File: src/hw/rtl/smseq_pkg.sv
// Package for the stepper move sequencer: command word layout, run modes,
// opcodes, stop codes and timing constants. No dependencies.
package smseq_pkg;

    localparam int QUEUE_DEPTH_DEFAULT = 8;

    localparam logic [23:0] PERIOD_RESET     = 24'd1000000;
    localparam logic [5:0]  PULSE_TICKS      = 6'd50;
    localparam logic [13:0] SWING_DWELL      = 14'd500;
    localparam logic [13:0] IDLE_DWELL       = 14'd10000;

    localparam logic [2:0] OP_TICK    = 3'd0;
    localparam logic [2:0] OP_DWELL   = 3'd1;
    localparam logic [2:0] OP_MOVE    = 3'd2;
    localparam logic [2:0] OP_HOME    = 3'd3;
    localparam logic [2:0] OP_VIBRATE = 3'd4;

    localparam logic [2:0] STOP_NONE   = 3'd0;
    localparam logic [2:0] STOP_TARGET = 3'd1;
    localparam logic [2:0] STOP_EMER   = 3'd2;
    localparam logic [2:0] STOP_LIMIT  = 3'd3;
    localparam logic [2:0] STOP_HOMED  = 3'd4;

    localparam logic [1:0] PHASE_OUT       = 2'd0;
    localparam logic [1:0] PHASE_OUT_DWELL = 2'd1;
    localparam logic [1:0] PHASE_BACK      = 2'd2;

    typedef enum logic [2:0] {
        MODE_IDLE,
        MODE_DWELL,
        MODE_MOVE,
        MODE_HOME,
        MODE_SWING
    } mode_t;

    // one queued command, op in the low bits
    typedef struct packed {
        logic        front;
        logic [15:0] reps;
        logic [31:0] arg;
        logic [2:0]  op;
    } cmd_t;

    localparam int CMD_W = $bits(cmd_t);

endpackage

File: src/hw/rtl/smseq_ram.sv
// Generic simple dual-port RAM: one write port, one read port with
// registered read data (read-old-data on a same-address write). No dependencies.
module smseq_ram #(
    parameter int WIDTH = 52,
    parameter int DEPTH = 8,
    localparam int AW = $clog2(DEPTH)
) (
    input  logic             clk,
    input  logic             we,
    input  logic [AW-1:0]    waddr,
    input  logic [WIDTH-1:0] wdata,
    input  logic [AW-1:0]    raddr,
    output logic [WIDTH-1:0] rdata
);

    logic [WIDTH-1:0] mem_reg [DEPTH];
    logic [WIDTH-1:0] rdata_reg;

    always_ff @(posedge clk) begin
        if (we) begin
            mem_reg[waddr] <= wdata;
        end
        rdata_reg <= mem_reg[raddr];
    end

    assign rdata = rdata_reg;

endmodule

File: src/hw/rtl/stepper_move_sequencer.sv
// Stepper move sequencer top level: command queue in smseq_ram, tick engine,
// two-entry output skid. Depends on smseq_pkg and smseq_ram.
//
//  channel  | dir | tdata / tuser                                         | when taken
//  s_       | in  | tuser opcode; tdata target, repeats, limits, estop    | s_tvalid & s_tready
//  m_       | out | tdata pulse, dir, position, busy, drop, stop, queued  | m_tvalid & m_tready
//  cfg_wr_  | in  | step period, 24 bit                                   | cfg_wr_en
//
// One word per cycle while s_tready is high; every word yields one registered result word.
// The queue head is prefetched from RAM, with a bypass for a word
// written the cycle before, so a tick can pop and run a command at once.
// aresetn is synchronous: queue empty, mode idle, period 1000000.
// s_tready drops only while both output slots are full.
module stepper_move_sequencer #(
    parameter int QUEUE_DEPTH = smseq_pkg::QUEUE_DEPTH_DEFAULT
) (
    input  logic        aclk,
    input  logic        aresetn,

    input  logic        s_tvalid,
    output logic        s_tready,
    // [31:0] target_or_amplitude, [47:32] repeat_count, [48] toward_front,
    // [49] front_limit_hit, [50] rear_limit_hit, [51] emergency_hit
    input  logic [55:0] s_tdata,
    // [2:0] opcode
    input  logic [2:0]  s_tuser,

    output logic        m_tvalid,
    input  logic        m_tready,
    // [0] step_pulse, [1] direction, [33:2] position, [34] busy_res,
    // [35] command_dropped, [38:36] stop_event, [42:39] queued_commands
    output logic [47:0] m_tdata,

    input  logic        cfg_wr_en,
    input  logic [23:0] cfg_wr_data
);

    localparam int PW = $clog2(QUEUE_DEPTH);
    localparam int CW = $clog2(QUEUE_DEPTH + 1);

    // ---------------- registers ----------------
    logic [23:0]          period_reg;
    logic [PW-1:0]        head_reg, head_next;
    logic [PW-1:0]        tail_reg, tail_next;
    logic [CW-1:0]        count_reg, count_next;
    smseq_pkg::mode_t     mode_reg, mode_next;
    logic signed [31:0]   pos_reg, pos_next;
    logic signed [31:0]   goal_reg, goal_next;
    logic signed [31:0]   amp_reg, amp_next;
    logic [15:0]          cycles_reg, cycles_next;
    logic [1:0]           phase_reg, phase_next;
    logic [23:0]          since_reg, since_next;
    logic                 first_reg, first_next;
    logic [5:0]           pulse_left_reg, pulse_left_next;
    logic [13:0]          dwell_reg, dwell_next;
    logic                 dir_reg, dir_next;
    logic                 byp_valid_reg;
    smseq_pkg::cmd_t      byp_data_reg;

    logic                 out_valid_reg, skid_valid_reg;
    logic [47:0]          out_data_reg, skid_data_reg;

    // ---------------- input decode ----------------
    logic                 s_acc, tick, cmd_in, full, wr_en, pulse_busy, start;
    logic [2:0]           op;
    logic                 front_hit, rear_hit, emer_hit;
    smseq_pkg::cmd_t      wr_cmd, head_cmd;
    logic [smseq_pkg::CMD_W-1:0] rd_word;

    assign s_acc      = s_tvalid && s_tready;
    assign op         = s_tuser;
    assign tick       = s_acc && (op == smseq_pkg::OP_TICK);
    assign cmd_in     = s_acc && (op >= smseq_pkg::OP_DWELL) && (op <= smseq_pkg::OP_VIBRATE);
    assign full       = (count_reg == CW'(QUEUE_DEPTH));
    assign wr_en      = cmd_in && !full;
    assign pulse_busy = (pulse_left_reg != 6'd0);
    assign start      = tick && !pulse_busy && (mode_reg == smseq_pkg::MODE_IDLE)
                        && (count_reg != '0);
    assign front_hit  = s_tdata[49];
    assign rear_hit   = s_tdata[50];
    assign emer_hit   = s_tdata[51];

    assign wr_cmd.op    = op;
    assign wr_cmd.arg   = s_tdata[31:0];
    assign wr_cmd.reps  = s_tdata[47:32];
    assign wr_cmd.front = s_tdata[48];

    function automatic logic [PW-1:0] ptr_inc(input logic [PW-1:0] p);
        ptr_inc = (p == PW'(QUEUE_DEPTH - 1)) ? '0 : p + PW'(1);
    endfunction

    assign head_next  = start ? ptr_inc(head_reg) : head_reg;
    assign tail_next  = wr_en ? ptr_inc(tail_reg) : tail_reg;
    assign count_next = count_reg + CW'(wr_en) - CW'(start);

    smseq_ram #(
        .WIDTH (smseq_pkg::CMD_W),
        .DEPTH (QUEUE_DEPTH)
    ) u_cmd_ram (
        .clk   (aclk),
        .we    (wr_en),
        .waddr (tail_reg),
        .wdata (wr_cmd),
        .raddr (head_next),
        .rdata (rd_word)
    );

    assign head_cmd = byp_valid_reg ? byp_data_reg : smseq_pkg::cmd_t'(rd_word);

    // ---------------- command start ----------------
    smseq_pkg::mode_t     mode_s;
    logic signed [31:0]   goal_s, amp_s;
    logic [15:0]          cycles_s;
    logic [1:0]           phase_s;
    logic [13:0]          dwell_s;
    logic                 first_s;

    always_comb begin
        mode_s   = mode_reg;
        goal_s   = goal_reg;
        amp_s    = amp_reg;
        cycles_s = cycles_reg;
        phase_s  = phase_reg;
        dwell_s  = dwell_reg;
        first_s  = first_reg;
        if (start) begin
            first_s = 1'b1;
            case (head_cmd.op)
                smseq_pkg::OP_DWELL: begin
                    mode_s  = smseq_pkg::MODE_DWELL;
                    dwell_s = smseq_pkg::IDLE_DWELL;
                end
                smseq_pkg::OP_MOVE: begin
                    mode_s = smseq_pkg::MODE_MOVE;
                    goal_s = head_cmd.arg;
                end
                smseq_pkg::OP_HOME: begin
                    mode_s = smseq_pkg::MODE_HOME;
                    goal_s = {31'd0, head_cmd.front};
                end
                smseq_pkg::OP_VIBRATE: begin
                    if (head_cmd.reps != 16'd0) begin
                        mode_s   = smseq_pkg::MODE_SWING;
                        amp_s    = head_cmd.arg;
                        cycles_s = head_cmd.reps;
                        phase_s  = smseq_pkg::PHASE_OUT;
                        goal_s   = pos_reg + $signed(head_cmd.arg);
                    end
                end
                default: begin
                end
            endcase
        end
    end

    // ---------------- tick conditions ----------------
    logic        can_step, goal_eq, goal_gt, home_fwd, home_lim;
    logic [2:0]  move_stop;
    logic [13:0] dwell_dec;
    logic [15:0] cycles_dec;
    logic        work;

    assign work       = tick && !pulse_busy;
    assign can_step   = first_s || (since_reg >= period_reg);
    assign goal_eq    = (goal_s == pos_reg);
    assign goal_gt    = (goal_s > pos_reg);
    assign move_stop  = goal_eq ? smseq_pkg::STOP_TARGET :
                        emer_hit ? smseq_pkg::STOP_EMER :
                        ((goal_gt && front_hit) || (!goal_gt && rear_hit)) ?
                        smseq_pkg::STOP_LIMIT : smseq_pkg::STOP_NONE;
    assign home_fwd   = (goal_s != 32'sd0);
    assign home_lim   = home_fwd ? front_hit : rear_hit;
    assign dwell_dec  = (dwell_s != 14'd0) ? dwell_s - 14'd1 : 14'd0;
    assign cycles_dec = cycles_s - 16'd1;

    // ---------------- run mode ----------------
    always_comb begin
        mode_next = mode_reg;
        if (work) begin
            mode_next = mode_s;
            case (mode_s)
                smseq_pkg::MODE_DWELL: begin
                    if (dwell_dec == 14'd0) begin
                        mode_next = smseq_pkg::MODE_IDLE;
                    end
                end
                smseq_pkg::MODE_MOVE: begin
                    if (move_stop != smseq_pkg::STOP_NONE) begin
                        mode_next = smseq_pkg::MODE_IDLE;
                    end
                end
                smseq_pkg::MODE_HOME: begin
                    if (emer_hit || home_lim) begin
                        mode_next = smseq_pkg::MODE_IDLE;
                    end
                end
                smseq_pkg::MODE_SWING: begin
                    if (phase_s[0] && (dwell_dec == 14'd0) &&
                        (phase_s != smseq_pkg::PHASE_OUT_DWELL) && (cycles_dec == 16'd0)) begin
                        mode_next = smseq_pkg::MODE_IDLE;
                    end
                end
                default: begin
                end
            endcase
        end
    end

    // ---------------- datapath ----------------
    logic [2:0] stop;
    logic       step_go, step_fwd, pulse_out;

    always_comb begin
        stop            = smseq_pkg::STOP_NONE;
        step_go         = 1'b0;
        step_fwd        = 1'b0;
        pos_next        = pos_reg;
        goal_next       = goal_s;
        amp_next        = amp_s;
        cycles_next     = cycles_s;
        phase_next      = phase_s;
        dwell_next      = dwell_s;
        first_next      = first_s;
        pulse_left_next = pulse_left_reg;
        dir_next        = dir_reg;
        since_next      = since_reg;
        if (tick) begin
            if (pulse_busy) begin
                pulse_left_next = pulse_left_reg - 6'd1;
            end else begin
                case (mode_s)
                    smseq_pkg::MODE_DWELL: begin
                        dwell_next = dwell_dec;
                    end
                    smseq_pkg::MODE_MOVE: begin
                        stop     = move_stop;
                        step_go  = (move_stop == smseq_pkg::STOP_NONE) && can_step;
                        step_fwd = goal_gt;
                    end
                    smseq_pkg::MODE_HOME: begin
                        if (emer_hit) begin
                            stop = smseq_pkg::STOP_EMER;
                        end else if (home_lim) begin
                            stop = smseq_pkg::STOP_HOMED;
                        end else begin
                            step_go  = can_step;
                            step_fwd = home_fwd;
                        end
                        if (stop != smseq_pkg::STOP_NONE) begin
                            pos_next = 32'sd0;
                        end
                    end
                    smseq_pkg::MODE_SWING: begin
                        if (!phase_s[0]) begin
                            stop     = move_stop;
                            step_go  = (move_stop == smseq_pkg::STOP_NONE) && can_step;
                            step_fwd = goal_gt;
                            if (move_stop != smseq_pkg::STOP_NONE) begin
                                phase_next = phase_s + 2'd1;
                                dwell_next = smseq_pkg::SWING_DWELL;
                            end
                        end else begin
                            dwell_next = dwell_dec;
                            if (dwell_dec == 14'd0) begin
                                first_next = 1'b1;
                                if (phase_s == smseq_pkg::PHASE_OUT_DWELL) begin
                                    phase_next = smseq_pkg::PHASE_BACK;
                                    goal_next  = pos_reg - amp_s;
                                end else begin
                                    cycles_next = cycles_dec;
                                    if (cycles_dec != 16'd0) begin
                                        phase_next = smseq_pkg::PHASE_OUT;
                                        goal_next  = pos_reg + amp_s;
                                    end
                                end
                            end
                        end
                    end
                    default: begin
                    end
                endcase
                if (step_go) begin
                    dir_next        = step_fwd;
                    pos_next        = step_fwd ? pos_reg + 32'sd1 : pos_reg - 32'sd1;
                    pulse_left_next = smseq_pkg::PULSE_TICKS - 6'd1;
                    first_next      = 1'b0;
                end
            end
            if (step_go) begin
                since_next = 24'd0;
            end else if (since_reg != '1) begin
                since_next = since_reg + 24'd1;
            end
        end
    end

    assign pulse_out = pulse_busy || step_go;

    logic [47:0] res_word;
    logic        busy_out;

    assign busy_out = (mode_next != smseq_pkg::MODE_IDLE) || (pulse_left_next != 6'd0);
    assign res_word = {5'd0, 4'(count_next), stop, cmd_in && full, busy_out,
                       pos_next, dir_next, pulse_out};

    // ---------------- state update ----------------
    always_ff @(posedge aclk) begin
        if (!aresetn) begin
            period_reg     <= smseq_pkg::PERIOD_RESET;
            head_reg       <= '0;
            tail_reg       <= '0;
            count_reg      <= '0;
            mode_reg       <= smseq_pkg::MODE_IDLE;
            pos_reg        <= '0;
            goal_reg       <= '0;
            amp_reg        <= '0;
            cycles_reg     <= '0;
            phase_reg      <= '0;
            since_reg      <= '0;
            first_reg      <= 1'b1;
            pulse_left_reg <= '0;
            dwell_reg      <= '0;
            dir_reg        <= 1'b0;
            byp_valid_reg  <= 1'b0;
        end else begin
            if (cfg_wr_en) begin
                period_reg <= cfg_wr_data;
            end
            if (s_acc) begin
                head_reg       <= head_next;
                tail_reg       <= tail_next;
                count_reg      <= count_next;
                mode_reg       <= mode_next;
                pos_reg        <= pos_next;
                goal_reg       <= goal_next;
                amp_reg        <= amp_next;
                cycles_reg     <= cycles_next;
                phase_reg      <= phase_next;
                since_reg      <= since_next;
                first_reg      <= first_next;
                pulse_left_reg <= pulse_left_next;
                dwell_reg      <= dwell_next;
                dir_reg        <= dir_next;
            end
            byp_valid_reg <= wr_en && (tail_reg == head_next);
        end
    end

    always_ff @(posedge aclk) begin
        byp_data_reg <= wr_cmd;
    end

    // ---------------- output skid ----------------
    logic m_fire;

    assign m_fire   = out_valid_reg && m_tready;
    assign s_tready = !skid_valid_reg;
    assign m_tvalid = out_valid_reg;
    assign m_tdata  = out_data_reg;

    always_ff @(posedge aclk) begin
        if (!aresetn) begin
            out_valid_reg  <= 1'b0;
            skid_valid_reg <= 1'b0;
        end else if (skid_valid_reg) begin
            if (m_fire) begin
                skid_valid_reg <= 1'b0;
            end
        end else if (s_acc) begin
            if (out_valid_reg && !m_fire) begin
                skid_valid_reg <= 1'b1;
            end else begin
                out_valid_reg <= 1'b1;
            end
        end else if (m_fire) begin
            out_valid_reg <= 1'b0;
        end
    end

    always_ff @(posedge aclk) begin
        if (skid_valid_reg) begin
            if (m_fire) begin
                out_data_reg <= skid_data_reg;
            end
        end else if (s_acc) begin
            if (out_valid_reg && !m_fire) begin
                skid_data_reg <= res_word;
            end else begin
                out_data_reg <= res_word;
            end
        end
    end

endmodule

File: config.mk
export PLATFORM = sky130hd
export DESIGN_NAME = stepper_move_sequencer
export DESIGN_NICKNAME = d
export VERILOG_FILES = /design/src/hw/rtl/smseq_pkg.sv /design/src/hw/rtl/smseq_ram.sv /design/src/hw/rtl/stepper_move_sequencer.sv
export SDC_FILE = /design/constraint.sdc
export NUM_CORES = 2
export LEC_CHECK = 0
export BUFFER_PORTS_ARGS = -buffer_cell sky130_fd_sc_hd__buf_2
export CAP_MARGIN = 20
export CORE_ASPECT_RATIO = 1.5
export CORE_MARGIN = 3
export CORE_UTILIZATION = 65
export CTS_BUF_LIST = sky130_fd_sc_hd__clkbuf_8 sky130_fd_sc_hd__clkbuf_16
export CTS_CLUSTER_SIZE = 12
export DETAILED_ROUTE_END_ITERATION = 10
export PLACE_DENSITY = 0.86
export SYNTH_ARGS = -nofsm -noshare
export SYNTH_HDL_FRONTEND = slang
export SYNTH_SLANG_ARGS = --single-unit
File: constraint.sdc
create_clock -name aclk -period 15.72 [get_ports aclk]
set_clock_uncertainty 0.2 [all_clocks]
set_input_delay 1.572 -clock aclk [delete_from_list [all_inputs] [get_ports aclk]]
set_output_delay 1.572 -clock aclk [all_outputs]
set_load 0.01 [all_outputs]
# Yosys cells after proc, flatten, opt, wreduce, memory -nomap -nowiden
# Memories as Yosys holds them, arrays and structs flattened. A register that Yosys moved wholly into a read port is not among the register bits.
# Cells that the tools add are included.
dict set report word_totals {
  word_cells 230
  memories 1
  ramBits 416
  register_bits 343
}
dict set report op_classes {
  bitwise_logic 1
  add_sub_neg 14
  reduce_logical 51
  n_lt_le_gt_ge 4
  muxes 116
  n_eq_ne 19
}
# memory words word_bits rd rd_clocked_by_memory_dff wr line_no
set memory_table {}
lappend memory_table {u_cmd_ram.mem_reg 8 52 1 1 1 smseq_ram.sv:16} ;# logic [WIDTH-1:0] mem_reg [DEPTH];
# op n
set op_table {}
lappend op_table {{$mux 32} 18}
lappend op_table {{$mux 48} 4}
lappend op_table {{$mux 16} 9}
lappend op_table {{$mux 14} 7}
lappend op_table {{$pmux 32 s3} 1}
lappend op_table {{$add 32x32->32} 2}
lappend op_table {{$mux 52} 1}
lappend op_table {{$mux 3} 17}
lappend op_table {{$mux 24} 2}
lappend op_table {{$mux 1} 33}
lappend op_table {{$add 32x2->32 const B} 1}
lappend op_table {{$eq 32x32->1} 1}
lappend op_table {{$gt 32x32->1} 1}
lappend op_table {{$reduce_bool 16->1} 2}
lappend op_table {{$reduce_bool 32->1} 1}
lappend op_table {{$sub 32x2->32 const B} 1}
lappend op_table {{$sub 32x32->32} 1}
lappend op_table {{$mux 2} 15}
lappend op_table {{$pmux 14 s2} 1}
lappend op_table {{$add 24x1->24 const B} 1}
lappend op_table {{$ge 24x24->1} 1}
lappend op_table {{$ne 24x24->1 const B} 1}
lappend op_table {{$pmux 3 s4} 2}
lappend op_table {{$logic_and 1x1->1} 18}
lappend op_table {{other kinds (33)} 64}

# Logic depth before layout (Yosys ltp)
dict set report logic_depth {
  depth_word 28
  ltp_mapped 47
}

# Hierarchy
# A second synthesis with hierarchy kept.
dict set report hier_totals {
  cells_unflattened 3440
  hier_area_um2 39775.6
}
# module cells_per_inst area_each_um2 n_inst
set by_module_without_submodules {}
lappend by_module_without_submodules {stepper_move_sequencer 2773 23034.6 1}
lappend by_module_without_submodules {smseq_ram 667 16741.1 1}

# Worst setup path after synthesis
# Ideal clock, no wire load.
dict set report synth_path {
  path_type {flip-flop to flip-flop}
  start {register byp_valid_reg}
  end {register out_data_reg[32], in the netlist m_tdata[32] (data pin)}
  period_less_slack_ns 10.423
  path_stages_with_launch 46
  required_time_ns 15.260
  setup_ns 0.260
  slack_ns 5.297
  arrival_time_ns 9.963
  path_cell_list {dfxtp_1 -> buf_6 -> buf_2 -> buf_2 -> buf_2 -> buf_2 -> buf_1 -> clkbuf_1 -> mux2i_1 -> inv_1 -> ha_1 -> a21oi_1 -> a21boi_0 -> a31oi_1 -> o211ai_1 -> a21oi_1 -> a21oi_1 -> a41oi_1 -> [10 not listed] -> o31ai_1 -> inv_1 -> ha_1 -> a21o_1 -> a2111oi_0 -> a21oi_1 -> a41oi_1 -> a311oi_1 -> o31a_1 -> o21ai_0 -> nand2b_1 -> a41oi_1 -> a31oi_1 -> a21o_1 -> a21oi_1 -> xor2_1 -> o22ai_1 -> mux2_2}
}
dict set report synth_between {
  elab_chain_cells 24
  elab_cells_between_ends 59
  classes_between {add/sub (1); order compare (1); eq/ne (8); mux (40); reduce/logical (9)}
}
# element line_no
set synth_rtl {}
lappend synth_rtl {{from (decl)} stepper_move_sequencer.sv:57} ;# logic byp_valid_reg;
lappend synth_rtl {{from (signal assigned)} stepper_move_sequencer.sv:345} ;# byp_valid_reg <= wr_en && (tail_reg == head_next);
lappend synth_rtl {{$mux 52 *} stepper_move_sequencer.sv:108} ;# assign head_cmd = byp_valid_reg ? byp_data_reg : smseq_pkg::cmd_t'(rd_word);
lappend synth_rtl {{$add 32x32->32 or $reduce_bool 16->1 (tied branches)} {stepper_move_sequencer.sv:147, stepper_move_sequencer.sv:142}}
lappend synth_rtl {{$mux 32} stepper_move_sequencer.sv:142} ;# if (head_cmd.reps != 16'd0) begin
lappend synth_rtl {{$pmux 32 s3} stepper_move_sequencer.sv:128} ;# case (head_cmd.op)
lappend synth_rtl {{$mux 32} stepper_move_sequencer.sv:126} ;# if (start) begin
lappend synth_rtl {{$gt 32x32->1} stepper_move_sequencer.sv:166} ;# assign goal_gt = (goal_s > pos_reg);
lappend synth_rtl {{$logic_not 1->1} stepper_move_sequencer.sv:169} ;# ((goal_gt && front_hit) || (!goal_gt && rear_hit)) ?
lappend synth_rtl {{$logic_and 1x1->1} stepper_move_sequencer.sv:169}
lappend synth_rtl {{[9 not listed]} --}
lappend synth_rtl {{$mux 1} stepper_move_sequencer.sv:227} ;# if (tick) begin
lappend synth_rtl {{$mux 32 *} stepper_move_sequencer.sv:282} ;# if (step_go) begin
lappend synth_rtl {{$mux 32 *} stepper_move_sequencer.sv:228} ;# if (pulse_busy) begin
lappend synth_rtl {{$mux 32 *} stepper_move_sequencer.sv:227}
lappend synth_rtl {{net pos_next[30]} stepper_move_sequencer.sv:47} ;# logic signed [31:0] pos_reg, pos_next;
lappend synth_rtl {{$mux 48 *} stepper_move_sequencer.sv:386} ;# if (out_valid_reg && !m_fire) begin
lappend synth_rtl {{$mux 48 *} stepper_move_sequencer.sv:385} ;# end else if (s_acc) begin
lappend synth_rtl {{$mux 48 *} stepper_move_sequencer.sv:381} ;# if (skid_valid_reg) begin
lappend synth_rtl {{to (signal assigned)} stepper_move_sequencer.sv:383} ;# out_data_reg <= skid_data_reg;
lappend synth_rtl {{to (signal assigned)} stepper_move_sequencer.sv:389} ;# out_data_reg <= res_word;
lappend synth_rtl {{to (decl)} stepper_move_sequencer.sv:61} ;# logic [47:0] out_data_reg, skid_data_reg;
# Mark *: on every way through the listed nets, which the timed path passes. The rest lies on a longest branch. The select of a mux whose other input is x is not followed.
# A chain may end at the register's enable or synchronous reset.

# Final worst setup path
dict set report layout_path {
  start {register byp_valid_reg}
  end {register skid_data_reg[33] (data pin)}
}
dict set report layout_between {
  elab_chain_cells 21
  elab_cells_between_ends 56
  classes_between {add/sub (1); order compare (1); eq/ne (8); mux (37); reduce/logical (9)}
}
# element line_no
set layout_rtl {}
lappend layout_rtl {{$mux 52 *} stepper_move_sequencer.sv:108}
lappend layout_rtl {{$add 32x32->32 or $reduce_bool 16->1 (tied branches)} {stepper_move_sequencer.sv:147, stepper_move_sequencer.sv:142}}
lappend layout_rtl {{$mux 32} stepper_move_sequencer.sv:142}
lappend layout_rtl {{$pmux 32 s3} stepper_move_sequencer.sv:128}
lappend layout_rtl {{$mux 32} stepper_move_sequencer.sv:126}
lappend layout_rtl {{$gt 32x32->1} stepper_move_sequencer.sv:166}
lappend layout_rtl {{$logic_not 1->1} stepper_move_sequencer.sv:169}
lappend layout_rtl {{$logic_and 1x1->1} stepper_move_sequencer.sv:169}
lappend layout_rtl {{[6 not listed]} --}
lappend layout_rtl {{$mux 1} stepper_move_sequencer.sv:254} ;# if (!phase_s[0]) begin
lappend layout_rtl {{$pmux 1 s3} stepper_move_sequencer.sv:231} ;# case (mode_s)
lappend layout_rtl {{$mux 1} stepper_move_sequencer.sv:228}
lappend layout_rtl {{$mux 1} stepper_move_sequencer.sv:227}
lappend layout_rtl {{$mux 32 *} stepper_move_sequencer.sv:282}
lappend layout_rtl {{$mux 32 *} stepper_move_sequencer.sv:228}
lappend layout_rtl {{$mux 32 *} stepper_move_sequencer.sv:227}
lappend layout_rtl {{net pos_next[31]} stepper_move_sequencer.sv:47}
lappend layout_rtl {{to (signal assigned)} stepper_move_sequencer.sv:387} ;# skid_data_reg <= res_word;
lappend layout_rtl {{to (decl)} stepper_move_sequencer.sv:61}
# Marked as above.

==> flow_summary.ini <==
[floorplanning]
rows = 110
die_x_um = 209
dieArea_um2 = 64600
initial_utilization = 0.662
die_y_um = 310
design.core.area_um2 = 60400
io_pins = 138

[final_layout]
final_layout_size_suffix_gt1_frac = 0.0941
layout_commonest_cell = nand2_1
final_cell_mix = nand2_1 (673), edfxtp_1 (502), nand3_1 (327)
area_delta_synth_final_pct = 9.35
final_core_util = 0.724
largest_reg_flops = 416
fin_nets = 4385
finish.instance_area_um2 = 43800

[placed_design]
placed_cell_area_um2 = 41200
place_congestion = 0.983
port-buffer-count = 128
detailed_place_hpwl_um = 69200
dp_worst_setup_slack_ns = 3.10

[worst_setup_path]
cp-startpoint = byp_valid_reg$_SDFF_PN0_
max_stage_delay_ns = 0.84
cp-end-kind = flop
worst_r2r_endpoint = skid_data_reg[33]$_DFFE_PP_
crit_fanout = 38
cp-start-kind = flop
cp.required_ns = 15.90
cp_num_buf_inv = 3
cp_top_family = compound AO/OA/AOI/OAI gates
rr_worst_depth = 41
r2r_start = byp_valid_reg$_SDFF_PN0_
cpMostUsedCell = a21oi_1
path_class = flop to flop
cpMaxStageDelayCell = inv_1
cp.arrival_ns = 12.61
ff2ff_setup_slack_ns = 3.29

[grt]
grt_antenna_before_repair = 10
met1_usage = 0.373
top_usage_layer = met2
track_usage = 0.324
grt_pass1_vias = 31200
use_met2 = 0.559
grt_pass1_wl_um = 166000
grt_use_met3 = 0.0602
grt_max_degree = 89
gr-total-overflow = 0

[yosys]
synthFlopType = edfxtp_1
async_reset_ff_frac = 0
synth-edff-count = 502
yosysUniqueCellTypes = 92
netlist_area_um2 = 40000
synth_seq_area_share = 0.529
ys_ff_latch = 806
avgSynthCellArea_um2 = 9.88
synth-warning-count = 0
synthCells = 4050

[cts]
clk_pin_slew_ns = 0.07
cts_resized = 0
cts_setup_buffers = 0
cts_max_path_buffers = 3
cts-buffers-inserted = 80
tritoncts = yes
clock-root-buffer = clkbuf_16
htreeDepth = 3
clock_latency_ns = 0.66
clkSinkCount = 806
holdBufCountCts = 0

[sta]
rsz0062_at_grt = false
fin_crit_ns = 12.43
setup_ws_ns = 3.29
worst_slew_pin_slew_ns = 1.16
maxSlewViolCount = 0
hold_ws_ns = 0.272
relSlewSlack = 0.222
hold_violations = 0
fin_crit_sh = 0.791
fmax_ghz = 0.0805
tns_ns = 0
setup_viol = 0

[min_path]
min_to = count_reg[2]$_SDFFE_PN0P_
worstHoldStart = count_reg[2]$_SDFFE_PN0P_
hold_class = flop to flop
holdPathStages = 2

[status]
outcome = complete, no violations

[route]
dr_total_vias = 31900
wl_per_cell_um = 21.7
drcViolationCount = 0
drt-pass1-iter-count = 6
initialDrtViolationCount = 2901
drt_wl_total_um = 108000
vias_per_cell = 6.43
ant_nets = 0

[power]
p_leak_nw = 18.0
vdd_drop_max_mv = 0.0928
powerDensity_nw_per_um2 = 103

[job]
cap_violations = 0
-- report_power, final --
| group | internal, mW | switching, mW |
|---|---|---|
| Sequential | 2.31 | 0.0265 |
| Clock | 0.999 | 0.810 |
| Combinational | 0.126 | 0.246 |
-- routing by layer --
metal	wire length, µm	up-vias
met5	53	-
met4	7210	8
met3	9040	453
met2	52800	1595
met1	38500	15100
li1	-	14700
-- logic make-up (layout without fill, tap and decap cells) --
family,after synthesis,after routing,synth area share
AND/OR/NAND/NOR,1613,1613,0.181
flip-flops,806,806,0.529
AO/OA/AOI/OAI,798,798,0.129
buffers and inverters,387,498,0.0376
adder cells (fa/ha/maj),199,199,0.0632
multiplexers,136,136,0.0360
XOR/XNOR,110,110,0.0241
other,1,9,0.0000937
-- worst min-delay path: stages, from the launching register on --
cell	delay (ns)
dfxtp_1	0.31
nand2_1	0.05
a21oi_1	0.06
-- how the worst max path moves through the flow --
stage	end	cells past startpoint
2_1_floorplan	m_tdata[32]$_DFFE_PP_	45
3_3_place_gp	m_tdata[33]$_DFFE_PP_	36
3_5_place_dp	m_tdata[32]$_DFFE_PP_	36
4_1_cts	m_tdata[32]$_DFFE_PP_	41
5_1_grt	m_tdata[32]$_DFFE_PP_	41
6_report	skid_data_reg[33]$_DFFE_PP_	41
-- per-stage QoR --
stage,std cells,power [mW]
floorplan,4054,2.61
global placement,4798,2.73
detailed placement,4798,2.74
CTS,4947,4.52
global route,4952,4.65
finish,4953,4.51
-- layout make-up --
type                       count  area (µm²)
fill                        4197       16700
tap                          784         981
inverter                     181         682
antenna                        4        10.0
clock inverter                63         360
multi-input combinational   2861       17500
clock buffer                  86        2110
timing repair buffer         168         961
sequential                   806       21200
-- Yosys cell counts (8+ instances only) --
cell      number  area, µm²
or4_1         12       90.1
or3_1         24        150
a22oi_1       15        113
and2_1        25        156
clkbuf_1     154        578
a21oi_1      219       1100
nand3_1      327       1640
nor2_1       300       1130
mux2i_1       74        741
nor4_1        20        125
xnor2_1       67        587
nor3_1        86        430
o211ai_1      28        210
o21ai_1       11       55.1
xor2_1        43        377
mux2_2        62        698
a21o_1        61        458
nand4_1       25        156
nand2_1      673       2530
a22o_1        11       96.3
edfxtp_1     502      15100
a31oi_1       27        169
buf_1         30        113
o32ai_1       18        158
and3_1        22        138
ha_1         194       2430
nand2b_1      21        131
o221ai_1       8       70.1
a211oi_1      21        158
o31ai_1       14        105
o21bai_1      23        173
dfxtp_1      304       6090
nor2b_1       20        125
o21a_1        19        143
nand3b_1       8       60.1
o22ai_1       43        269
or2_2          9       56.3
inv_1        177        664
buf_2         15       75.1
o21ai_0      177        886
nor3b_1       16        120
Note: power is estimated with default switching activity, not from simulation.
